`config.mk`:
```
export PLATFORM = sky130hd
export DESIGN_NAME = xoroshiro_random_generator_core
export DESIGN_NICKNAME = d
export VERILOG_FILES = /design/src/xrg_pkg.sv /design/src/xrg_front.sv /design/src/xrg_back.sv /design/src/xoroshiro_random_generator_core.sv
export SDC_FILE = /design/constraint.sdc
export NUM_CORES = 2
export LEC_CHECK = 0
export ABC_CLOCK_PERIOD_IN_PS = 17000
export BUFFER_PORTS_ARGS = -buffer_cell sky130_fd_sc_hd__clkbuf_2
export CAP_MARGIN = 20
export CORE_UTILIZATION = 45
export CTS_BUF_LIST = sky130_fd_sc_hd__clkbuf_8
export DETAILED_ROUTE_END_ITERATION = 8
export GPL_TIMING_DRIVEN = 1
export PLACE_DENSITY = 0.69
export SYNTH_ARGS = -nofsm -noshare
export SYNTH_HDL_FRONTEND = slang
export SYNTH_SLANG_ARGS = --single-unit
```
`constraint.sdc`:
```
create_clock -name i_clk -period 17 [get_ports i_clk]
set_input_delay 0.85 -clock i_clk [delete_from_list [all_inputs] [get_ports i_clk]]
set_output_delay 0.85 -clock i_clk [all_outputs]
set_load 0.01 [all_outputs]
```
`src/xrg_pkg.sv`:
```
// Shared types and constants for the xoroshiro128++ generator.
package xrg_pkg;

    localparam logic [63:0] JUMP_POLY_LO  = 64'h2bd7a6a6e99c2ddc;
    localparam logic [63:0] JUMP_POLY_HI  = 64'h0992ccaf6a6fca05;
    localparam logic [63:0] LJUMP_POLY_LO = 64'h360fd5f2cf8d5d99;
    localparam logic [63:0] LJUMP_POLY_HI = 64'h9c6e6877736c46e3;

    typedef enum logic [2:0] {
        ACT_DRAW   = 3'd0,
        ACT_RANGED = 3'd1,
        ACT_JUMP   = 3'd2,
        ACT_LJUMP  = 3'd3,
        ACT_SEED   = 3'd4
    } t_action;

    typedef struct packed {
        logic [2:0]         action;
        logic [63:0]        seed_value;
        logic signed [31:0] range_low;
        logic signed [31:0] range_high;
    } t_in_item;

    typedef struct packed {
        logic [63:0]        raw_value;
        logic signed [31:0] ranged_value;
    } t_out_item;

    // classified command passed from front to back
    typedef enum logic [2:0] {
        CMD_DRAW, CMD_RANGED, CMD_EQUAL, CMD_JUMP, CMD_LJUMP, CMD_SEED
    } t_cmd_kind;

    typedef struct packed {
        t_cmd_kind   kind;
        logic [63:0] seed_value;
        logic [31:0] low;
        logic [31:0] span;
    } t_cmd;

    typedef enum logic [2:0] {
        ST_IDLE, ST_JUMP, ST_DIV, ST_OUT_WAIT
    } t_state;

endpackage

```
`src/xrg_front.sv`:
```
// Front end: accept input transfers, classify them and queue commands.
module xrg_front (
    input  logic              i_clk,
    input  logic              i_rst_n,
    input  logic              i_valid,
    output logic              o_ready,
    input  xrg_pkg::t_in_item i_item,
    output logic              o_cmd_valid,
    input  logic              i_cmd_ready,
    output xrg_pkg::t_cmd     o_cmd
);
    import xrg_pkg::*;

    t_cmd       r_q [2];
    logic       r_wp, r_rp;
    logic [1:0] r_cnt;
    t_cmd       w_cmd;
    logic       w_keep, w_push, w_pop;

    always_comb begin
        w_cmd.seed_value = i_item.seed_value;
        w_cmd.low        = i_item.range_low;
        w_cmd.span       = i_item.range_high - i_item.range_low;
        w_keep           = 1'b1;
        w_cmd.kind       = CMD_DRAW;
        case (i_item.action)
            ACT_DRAW:   w_cmd.kind = CMD_DRAW;
            ACT_RANGED: w_cmd.kind = (w_cmd.span == 32'd0) ? CMD_EQUAL : CMD_RANGED;
            ACT_JUMP:   w_cmd.kind = CMD_JUMP;
            ACT_LJUMP:  w_cmd.kind = CMD_LJUMP;
            ACT_SEED:   w_cmd.kind = CMD_SEED;
            default:    w_keep = 1'b0;  // drop unused codes
        endcase
    end

    assign o_ready     = (r_cnt != 2'd2);
    assign w_push      = i_valid && o_ready && w_keep;
    assign o_cmd_valid = (r_cnt != 2'd0);
    assign w_pop       = o_cmd_valid && i_cmd_ready;
    assign o_cmd       = r_q[r_rp];

    always_ff @(posedge i_clk) begin
        if (w_push) r_q[r_wp] <= w_cmd;
        if (!i_rst_n) begin
            r_wp <= 1'b0; r_rp <= 1'b0; r_cnt <= 2'd0;
        end else begin
            if (w_push) r_wp <= ~r_wp;
            if (w_pop)  r_rp <= ~r_rp;
            r_cnt <= r_cnt + {1'b0, w_push} - {1'b0, w_pop};
        end
    end
endmodule

```
`src/xrg_back.sv`:
```
// Back end: generator state, jump sequencer, serial modulo and output register.
module xrg_back (
    input  logic               i_clk,
    input  logic               i_rst_n,
    input  logic               i_cmd_valid,
    output logic               o_cmd_ready,
    input  xrg_pkg::t_cmd      i_cmd,
    output logic               o_valid,
    input  logic               i_ready,
    output xrg_pkg::t_out_item o_item
);
    import xrg_pkg::*;

    t_state      r_state, n_state;
    logic [63:0] r_a, r_b, r_acc_a, r_acc_b, r_pl, r_ph;
    logic [6:0]  r_step;
    logic [5:0]  r_bit;
    logic [31:0] r_rem, r_num, r_span, r_low;
    logic        r_ovalid, n_ovalid;
    t_out_item   r_out;
    logic [63:0] w_draw, w_na, w_nb, w_bx, w_poly;
    logic [32:0] w_trial;
    logic        w_take, w_space;

    function automatic logic [63:0] rotl(input logic [63:0] v, input int k);
        return (v << k) | (v >> (64 - k));
    endfunction

    always_comb begin
        w_draw = rotl(r_a + r_b, 17) + r_a;
        w_bx   = r_b ^ r_a;
        w_na   = rotl(r_a, 49) ^ w_bx ^ (w_bx << 21);
        w_nb   = rotl(w_bx, 28);
    end

    assign w_poly  = r_step[6] ? r_ph : r_pl;
    assign w_trial = {r_rem, r_num[31]} - {1'b0, r_span};
    assign w_space = !r_ovalid || i_ready;
    assign o_cmd_ready = (r_state == ST_IDLE) && w_space;
    assign w_take  = i_cmd_valid && o_cmd_ready;
    assign o_valid = r_ovalid;
    assign o_item  = r_out;

    always_comb begin
        n_state = r_state;
        unique case (r_state)
            ST_IDLE: if (w_take) begin
                if (i_cmd.kind == CMD_JUMP || i_cmd.kind == CMD_LJUMP) n_state = ST_JUMP;
                else if (i_cmd.kind == CMD_RANGED) n_state = ST_DIV;
            end
            ST_JUMP:     if (r_step == 7'd127) n_state = ST_IDLE;
            ST_DIV:      if (r_bit == 6'd31) n_state = ST_OUT_WAIT;
            ST_OUT_WAIT: if (w_space) n_state = ST_IDLE;
            default:     n_state = ST_IDLE;
        endcase
    end

    // drop the result once taken, raise it when a new one is written
    always_comb begin
        n_ovalid = r_ovalid && !i_ready;
        if ((r_state == ST_IDLE) && w_take &&
            (i_cmd.kind == CMD_DRAW || i_cmd.kind == CMD_EQUAL)) n_ovalid = 1'b1;
        if ((r_state == ST_OUT_WAIT) && w_space) n_ovalid = 1'b1;
    end

    always_ff @(posedge i_clk) begin
        if (!i_rst_n) r_state <= ST_IDLE;
        else          r_state <= n_state;
    end

    always_ff @(posedge i_clk) begin
        if (!i_rst_n) begin
            r_a <= '0; r_b <= '0; r_acc_a <= '0; r_acc_b <= '0;
            r_step <= '0; r_bit <= '0; r_ovalid <= 1'b0;
        end else begin
            r_ovalid <= n_ovalid;
            unique case (r_state)
                ST_IDLE: if (w_take) begin
                    case (i_cmd.kind)
                        CMD_DRAW: begin
                            r_out.raw_value <= w_draw; r_out.ranged_value <= '0;
                            r_a <= w_na; r_b <= w_nb;
                        end
                        CMD_EQUAL: begin
                            r_out.raw_value <= '0; r_out.ranged_value <= i_cmd.low;
                        end
                        CMD_RANGED: begin
                            r_num <= w_draw[31:0]; r_rem <= '0; r_bit <= '0;
                            r_span <= i_cmd.span; r_low <= i_cmd.low;
                            r_a <= w_na; r_b <= w_nb;
                        end
                        CMD_JUMP, CMD_LJUMP: begin
                            r_pl <= (i_cmd.kind == CMD_JUMP) ? JUMP_POLY_LO : LJUMP_POLY_LO;
                            r_ph <= (i_cmd.kind == CMD_JUMP) ? JUMP_POLY_HI : LJUMP_POLY_HI;
                            r_acc_a <= '0; r_acc_b <= '0; r_step <= '0;
                        end
                        CMD_SEED: begin
                            r_a <= {32'd0, i_cmd.seed_value[63:32]};
                            r_b <= {32'd0, i_cmd.seed_value[31:0]};
                        end
                        default: ;
                    endcase
                end
                ST_JUMP: begin
                    // fold state into accumulator, then advance
                    if (w_poly[r_step[5:0]]) begin
                        if (r_step == 7'd127) begin
                            r_a <= r_acc_a ^ r_a; r_b <= r_acc_b ^ r_b;
                        end
                        r_acc_a <= r_acc_a ^ r_a; r_acc_b <= r_acc_b ^ r_b;
                    end else if (r_step == 7'd127) begin
                        r_a <= r_acc_a; r_b <= r_acc_b;
                    end
                    if (r_step != 7'd127) begin
                        r_a <= w_na; r_b <= w_nb;
                    end
                    r_step <= r_step + 7'd1;
                end
                ST_DIV: begin
                    // restoring division, one quotient bit a cycle
                    if (!w_trial[32]) r_rem <= w_trial[31:0];
                    else              r_rem <= {r_rem[30:0], r_num[31]};
                    r_num <= {r_num[30:0], 1'b0};
                    r_bit <= r_bit + 6'd1;
                end
                ST_OUT_WAIT: if (w_space) begin
                    r_out.raw_value <= '0;
                    r_out.ranged_value <= r_low + r_rem;
                end
                default: ;
            endcase
        end
    end
endmodule

```
`src/xoroshiro_random_generator_core.sv`:
```
// Top level of the xoroshiro128++ generator.
// Channel | Direction | Handshake           | Payload
// input   | in        | i_valid / o_ready   | i_item (t_in_item)
// output  | out       | o_valid / i_ready   | o_item (t_out_item)
// Draw, seed, equal-bound ranged: done in the back end's idle state.
// Ranged draw: remainder from the one-bit-a-cycle unit, then a wait for output space.
// Jump and long jump: one generator step a cycle in the jump sequencer.
// A two-entry command queue lets input be taken while the back end is busy.
// Reset is synchronous, active low; it zeroes generator and control state only.
module xoroshiro_random_generator_core (
    input  logic               i_clk,
    input  logic               i_rst_n,
    input  logic               i_valid,
    output logic               o_ready,
    input  xrg_pkg::t_in_item  i_item,
    output logic               o_valid,
    input  logic               i_ready,
    output xrg_pkg::t_out_item o_item
);
    import xrg_pkg::*;

    t_cmd w_cmd;
    logic w_cmd_valid, w_cmd_ready;

    xrg_front u_front (
        .i_clk, .i_rst_n, .i_valid, .o_ready, .i_item,
        .o_cmd_valid(w_cmd_valid), .i_cmd_ready(w_cmd_ready), .o_cmd(w_cmd)
    );

    xrg_back u_back (
        .i_clk, .i_rst_n,
        .i_cmd_valid(w_cmd_valid), .o_cmd_ready(w_cmd_ready), .i_cmd(w_cmd),
        .o_valid, .i_ready, .o_item
    );
endmodule

```
# Word level (Yosys, flattened, before mapping)
# Memory sizes are Yosys's and may differ from the RTL's. A register that Yosys moved wholly into a read port is not among the register bits.
# Index checks and enable logic that the tools add are counted.
# totals
register_bits	629
latch_bits	0
ramBits	262
rom_bits	0
input_bits	135
output_inout_bits	98
word_cells	158
mem_count	1
# op_classes
add_sub_neg	9
n_mul	0
n_div	0
n_lt_le_gt_ge	1
n_eq_ne	27
shift	0
mux	58
bitwise	10
reduce_logical	33
# memory_table
name	words	word_bits	rd	rd_clocked_by_memory_dff	write_ports	line_no	source
u_front.r_q	2	131	1	1	1	xrg_front.sv:14	t_cmd r_q [2];
# ops
operator	n
64-bit 2-to-1 mux	16
64-bit case mux with 2 select lines	6
96-bit case mux with 2 select lines	2
64-bit XOR	5
96-bit 2-to-1 mux	2
32-bit 2-to-1 mux	5
64-bit adder	2
32-bit case mux with 2 select lines	2
64-bit by 17-bit bitwise OR with 64-bit output	1
64-bit by 28-bit bitwise OR with 64-bit output	1
64-bit by 49-bit bitwise OR with 64-bit output	1
61-bit 2-to-1 mux	1
33-bit by 32-bit subtractor with 33-bit output	1
32-bit adder	1
32-bit logical NOT	1
32-bit subtractor	1
3-bit case mux with 4 select lines	2
4-bit AND reduction	5
3-bit by 2-bit == test with 1-bit output (second input constant)	6
3-bit 2-to-1 mux	6
7-bit 2-to-1 mux	2
7-bit case mux with 2 select lines	1
6-bit 2-to-1 mux	2
6-bit case mux with 2 select lines	1
27 further kinds	65

# Depth between registers and ports, before layout
# logic_depth
ltp_word	8
mapped_depth	26
ltp_nobuf	26

# Hierarchy
# A second synthesis with hierarchy kept.
# hier_totals
hier_cells	4830
area_unflattened_um2	45922.8
# by_module_without_submodules
mod	instances	cells_each	area_per_inst_um2
xrg_back	1	4045	33968.8
xrg_front	1	785	11954.0

# Worst setup path before layout
# Ideal clock, no wire load.
# synth_timing
kind	input to register
start	in i_item[128] (netlist bit)
end	mem u_front.r_q[0][0] (netlist bit), enable pin
setup_time_ns	0.623
t_arrival_ns	6.619
path_slack_ns	9.758
path_stages	3
n_path_buf	0
cell_sequence	o21ai_0 > nand3_1 > nor2_1
# synth_between
elab_chain_cells	6
word_cells_on_any_way	10
cone_classes	eq/ne: 4; mux: 3; reduce/logical: 3
# synth_lines
element	line_no	source
start: declaration	xoroshiro_random_generator_core.sv:15	input xrg_pkg::t_in_item i_item,
3-bit by 1-bit == test with 1-bit output (tied with other cells)	xrg_front.sv:26	case (i_item.action)
5-bit OR reduction (no line) (*)	--	
1-bit 2-to-1 mux (*)	xrg_front.sv:26	
1-bit logical AND (*)	xrg_front.sv:37	assign w_push = i_valid && o_ready && w_keep;
1-bit 2-to-1 mux (*)	xrg_front.sv:43	if (w_push) r_q[r_wp] <= w_cmd;
1-bit 2-to-1 mux (not written as such) (*)	xrg_front.sv:43	
end: declaration	xrg_front.sv:14	
# Every way passes the cells marked *; elsewhere a longest branch is shown, timed or not.

# Final worst setup path
# layout_timing
start	reg u_back.r_a[12]
end	reg u_back.r_out (netlist bit u_back.o_item[77]), data pin
# layout_between
elab_chain_cells	6
# layout_lines
element	line_no	source
start: declaration	xrg_back.sv:15	logic [63:0] r_a, r_b, r_acc_a, r_acc_b, r_pl, r_ph;
start signal: assignment	xrg_back.sv:82	r_a <= w_na; r_b <= w_nb;
start signal: assignment	xrg_back.sv:90	r_a <= w_na; r_b <= w_nb;
start signal: assignment	xrg_back.sv:98	r_a <= {32'd0, i_cmd.seed_value[63:32]};
64-bit adder	xrg_back.sv:30	w_draw = rotl(r_a + r_b, 17) + r_a;
64-bit by 17-bit bitwise OR with 64-bit output	xrg_back.sv:26	return (v << k) | (v >> (64 - k));
64-bit adder (*)	xrg_back.sv:30	
96-bit case mux with 2 select lines (*)	xrg_back.sv:79	case (i_cmd.kind)
96-bit 2-to-1 mux (*)	xrg_back.sv:78	ST_IDLE: if (w_take) begin
96-bit case mux with 2 select lines (*)	xrg_back.sv:77	unique case (r_state)
end: declaration	xrg_back.sv:20	t_out_item r_out;
# Every way passes the cells marked *; elsewhere a longest branch is shown, timed or not. The select of a mux whose other input is x is not followed.
# A chain may end at the register's enable or synchronous reset.

==> results.md <==
- Register area share after synthesis: 44.6%
- Final hold vios: 0
- # port buffers: 232
- # Max-Cap Violations: 0
- Number of synthesized flops with an enable pin: 488
- R2r startpoint: u_back.r_a[12]$_SDFFE_PN0P_
- GRT Util Overall: 29.1%
- Clk network pwr share: 18.4%
- Die height: 319 um
- Placed inst area: 47400 um^2
- P&R area growth vs syn: 10.6%
- Fraction of layout instances using a drive strength above 1: 11.6%
- # hold bufs at CTS: 0
- DR vias/cell: 5.99
- Clock Tree Root: clkbuf_8
- Post-route cell area: 50100 um^2
- Crit end category: register
- Synth Instances: 4805
- Final GP Congestion: 1.06
- Seq. cell area: 20200 um^2
- Max IR drop VDD: 0.0000896 V
- Die area: 102000 um^2
- 1st-pass router iterations: 6
- FF+latch count, synth: 765
- Top layer in use: met5
- FILL cells: 9267
- Worst skew pair latency: 830 ps
- Met2 wire len: 67.5 mm
- Crit path max-delay family: compound AO/OA/AOI/OAI gates
- P_int: 4.83 mW
- Critical Path Fanout Max: 10
- Power share of the combinational group: 51.5%
- Final wirelength: 152 mm
- Ys flop type: edfxtp_1
- Worst Skew: 28.4 ps
- Top cell type's share of synthesized area: 32.4%
- Sw frac: 47.5%
- Starting DRT DRC Count: 4130
- Synthesized area per cell: 9.43 um^2
- Hold Path Depth: 1
- Max frequency: 138 MHz
- Hold Crit Start: i_item[82]
- Vias in the first global route: 35600
- Net switching power: 4.37 mW
- Hold EP: u_front.r_q[0][82]$_DFFE_PP_
- CP startpoint kind: register
- Worst slew margin: 33.4%
- Critical Path RT: 17540 ps
- WL/cell: 24.0 um
- Part of the power in registers: 30.1%
- Clock Tree Buf Depth: 3
- Reg-to-reg setup timing slack: 9760 ps
- Final setup fails: 0
- CP Buf/Inv Count: 0
- First-pass GRT wire length: 225 mm
- I/O pin cnt: 233
- Final critical-path setup slack: 9760 ps
- RSZ-0062 raised after global routing: no
- Core Area: 99900 um^2
- Register-to-Register Path Depth: 24
- GRT Residual Overflow: 0
- CP Cell Sequence: ha_1 -> a21oi_1 -> o21ai_0 -> a2111oi_0 -> o21ai_0 -> o211ai_1 -> a21oi_1 -> o211a_1 -> o21ai_0 -> and3_1 -> o21bai_1 -> xor2_1 -> ha_1 -> o21ai_0 -> o21ai_0 -> a31oi_1 -> a211oi_1 -> o2111ai_1 -> a31oi_1 -> a21boi_0 -> o21ai_0 -> a31oi_1 -> xor2_1 -> nor2_1
- Commonest cells in the netlist: edfxtp_1 (488), nand2_1 (478), a21oi_1 (436), nor2_1 (432), o21ai_0 (349)
- Count leader, synth: edfxtp_1
- CTS Sinks: 765
- Die Span X: 319 um
- Synth area leader: edfxtp_1
- Post-layout min period: 7240 ps
- Syn nets: 5172
- DR WL met3: 12.3 mm
- Post-route DRC: 0
- Initial Util: 45.4%
- Row count: 116
- Netlist cell types: 85
- H-tree depth: 4
- Initial antenna violation count: 5
- Max incr delay on CP: 610 ps
- Worst Path Arrival: 7780 ps
- Synth warn: 0
- Cell leakage power: 19.3 nW
- CP dominant cell by count: o21ai_0
- Worst-path clk slew: 60 ps
- Largest net degree at the start of global routing: 130
- Reg-to-reg endpoint: u_back.o_item[77]$_SDFFCE_PP0P_
- CTS tree: yes
- Place WS: 9950 ps
- CP max-delay cell: dfxtp_1
- Critical path class: reg -> reg
- Post-CTS Setup Bufs: 0
- Via count: 38000
- Post-synthesis cell area: 45300 um^2
- # nets final: 5295
- Run status: complete, no violations
- Post-CTS sizing: 0
- Number of CTS-inserted buffers: 139
- Least-Margin Pin Slew: 974 ps
- Area of the multi-input gates: 23500 um^2
- Slew Limit Fails: 0
- M1 WL: 65.7 mm
- Worst hold path class: in -> reg
- Async set-reset flop share out of synthesis: 0%
- Final Cycle Share: 42.6%
- Post-route setup TNS: 0 ps
- Pwr Density: 184 nW/um^2
- Post-DRT Antenna Nets: 0
- DP Wirelength: 109 mm
- Synth area leaders: edfxtp_1 (32%), dfxtp_1 (12%), xnor2_1 (6.4%)
-- power by group through the flow --
stage,clock network (mW),logic (mW),registers [mW]
floorplan,0,3.03,2.63
global placement,0,4.60,2.77
detailed placement,0,4.59,2.78
CTS,1.74,4.62,2.75
global route,1.81,5.01,2.78
finish,1.70,4.74,2.77
-- how the worst max path moves through the flow --
stage	start	end	depth (start not counted)
floorplan	i_item[128]	u_front.r_q[0][0]$_DFFE_PP_	3
global placement	u_back.r_a[12]$_SDFFE_PN0P_	u_back.o_item[77]$_SDFFCE_PP0P_	24
detailed placement	u_back.r_a[12]$_SDFFE_PN0P_	u_back.o_item[89]$_SDFFCE_PP0P_	24
CTS	u_back.r_a[12]$_SDFFE_PN0P_	u_back.o_item[89]$_SDFFCE_PP0P_	24
global route	u_back.r_a[2]$_SDFFE_PN0P_	u_back.o_item[77]$_SDFFCE_PP0P_	24
finish	u_back.r_a[12]$_SDFFE_PN0P_	u_back.o_item[77]$_SDFFCE_PP0P_	24
-- through the flow --
stage               hold WS [ps]  instances  util [%]  power [mW]
finish                       213       6337      50.2        9.21
global route                 174       6336      50.2        9.60
CTS                          147       6333      50.1        9.11
detailed placement           487       6084      47.5        7.38
global placement             473       6084      47.5        7.38
floorplan                    459       4805         -        5.66
-- registers in the layout, summed over array words and instances (netlist names), 32 cells and up, named ones only --
signal and flops:
u_back.r_num 32, u_back.r_acc_a 64, u_back.o_item 96, u_back.r_b 64, u_back.r_span 32, u_back.r_a 64, u_back.r_acc_b 64, u_front.r_q 262
u_back.r_low 32, u_back.r_rem 32
-- metal layers --
layer / vias up / GRT usage [%]
met5: - / 0
met3: 303 / 5.42
met4: 2 / 12.8
li1: 17700 / -
met2: 1641 / 44.6
met1: 18400 / 40.1
-- logic make-up (layout without fill, tap and decap cells) --
kind of cell | Yosys count | after routing | synth area share [%]
and+or+nand+nor | 1418 | 1418 | 14.4
AOI/OAI and AO/OA | 1349 | 1349 | 18.4
DFF | 765 | 765 | 44.6
xor gates and xnor gates | 441 | 441 | 8.53
buffers and inverters | 441 | 672 | 3.82
adders and majority gates | 232 | 232 | 6.49
muxes | 159 | 159 | 3.70
other | 0 | 3 | 0
-- placed cells by master (no fill, tap or decap), types with 88 or more instances in the layout --
master    count
nor2_1      425
xor2_1      110
nand3_1      88
xnor2_1     330
nor3_1       97
a21o_1      121
dfxtp_1     276
nand3b_1     98
ha_1        227
mux2i_1      92
clkbuf_8    150
o21ai_0     349
a21oi_1     434
edfxtp_1    488
nand2_1     475
clkbuf_2    232
inv_1       194
-- cell type report --
class,instances,share of cell area (%)
clock buffers,150,4.12
diodes,3,0.0150
repair buffers,279,3.06
clock inverters,99,1.16
flip-flops and latches,765,40.3
well taps,1298,3.24
multi-input cells,3599,47.0
inverters,144,1.09
Note: power is estimated with default switching activity, not from simulation.
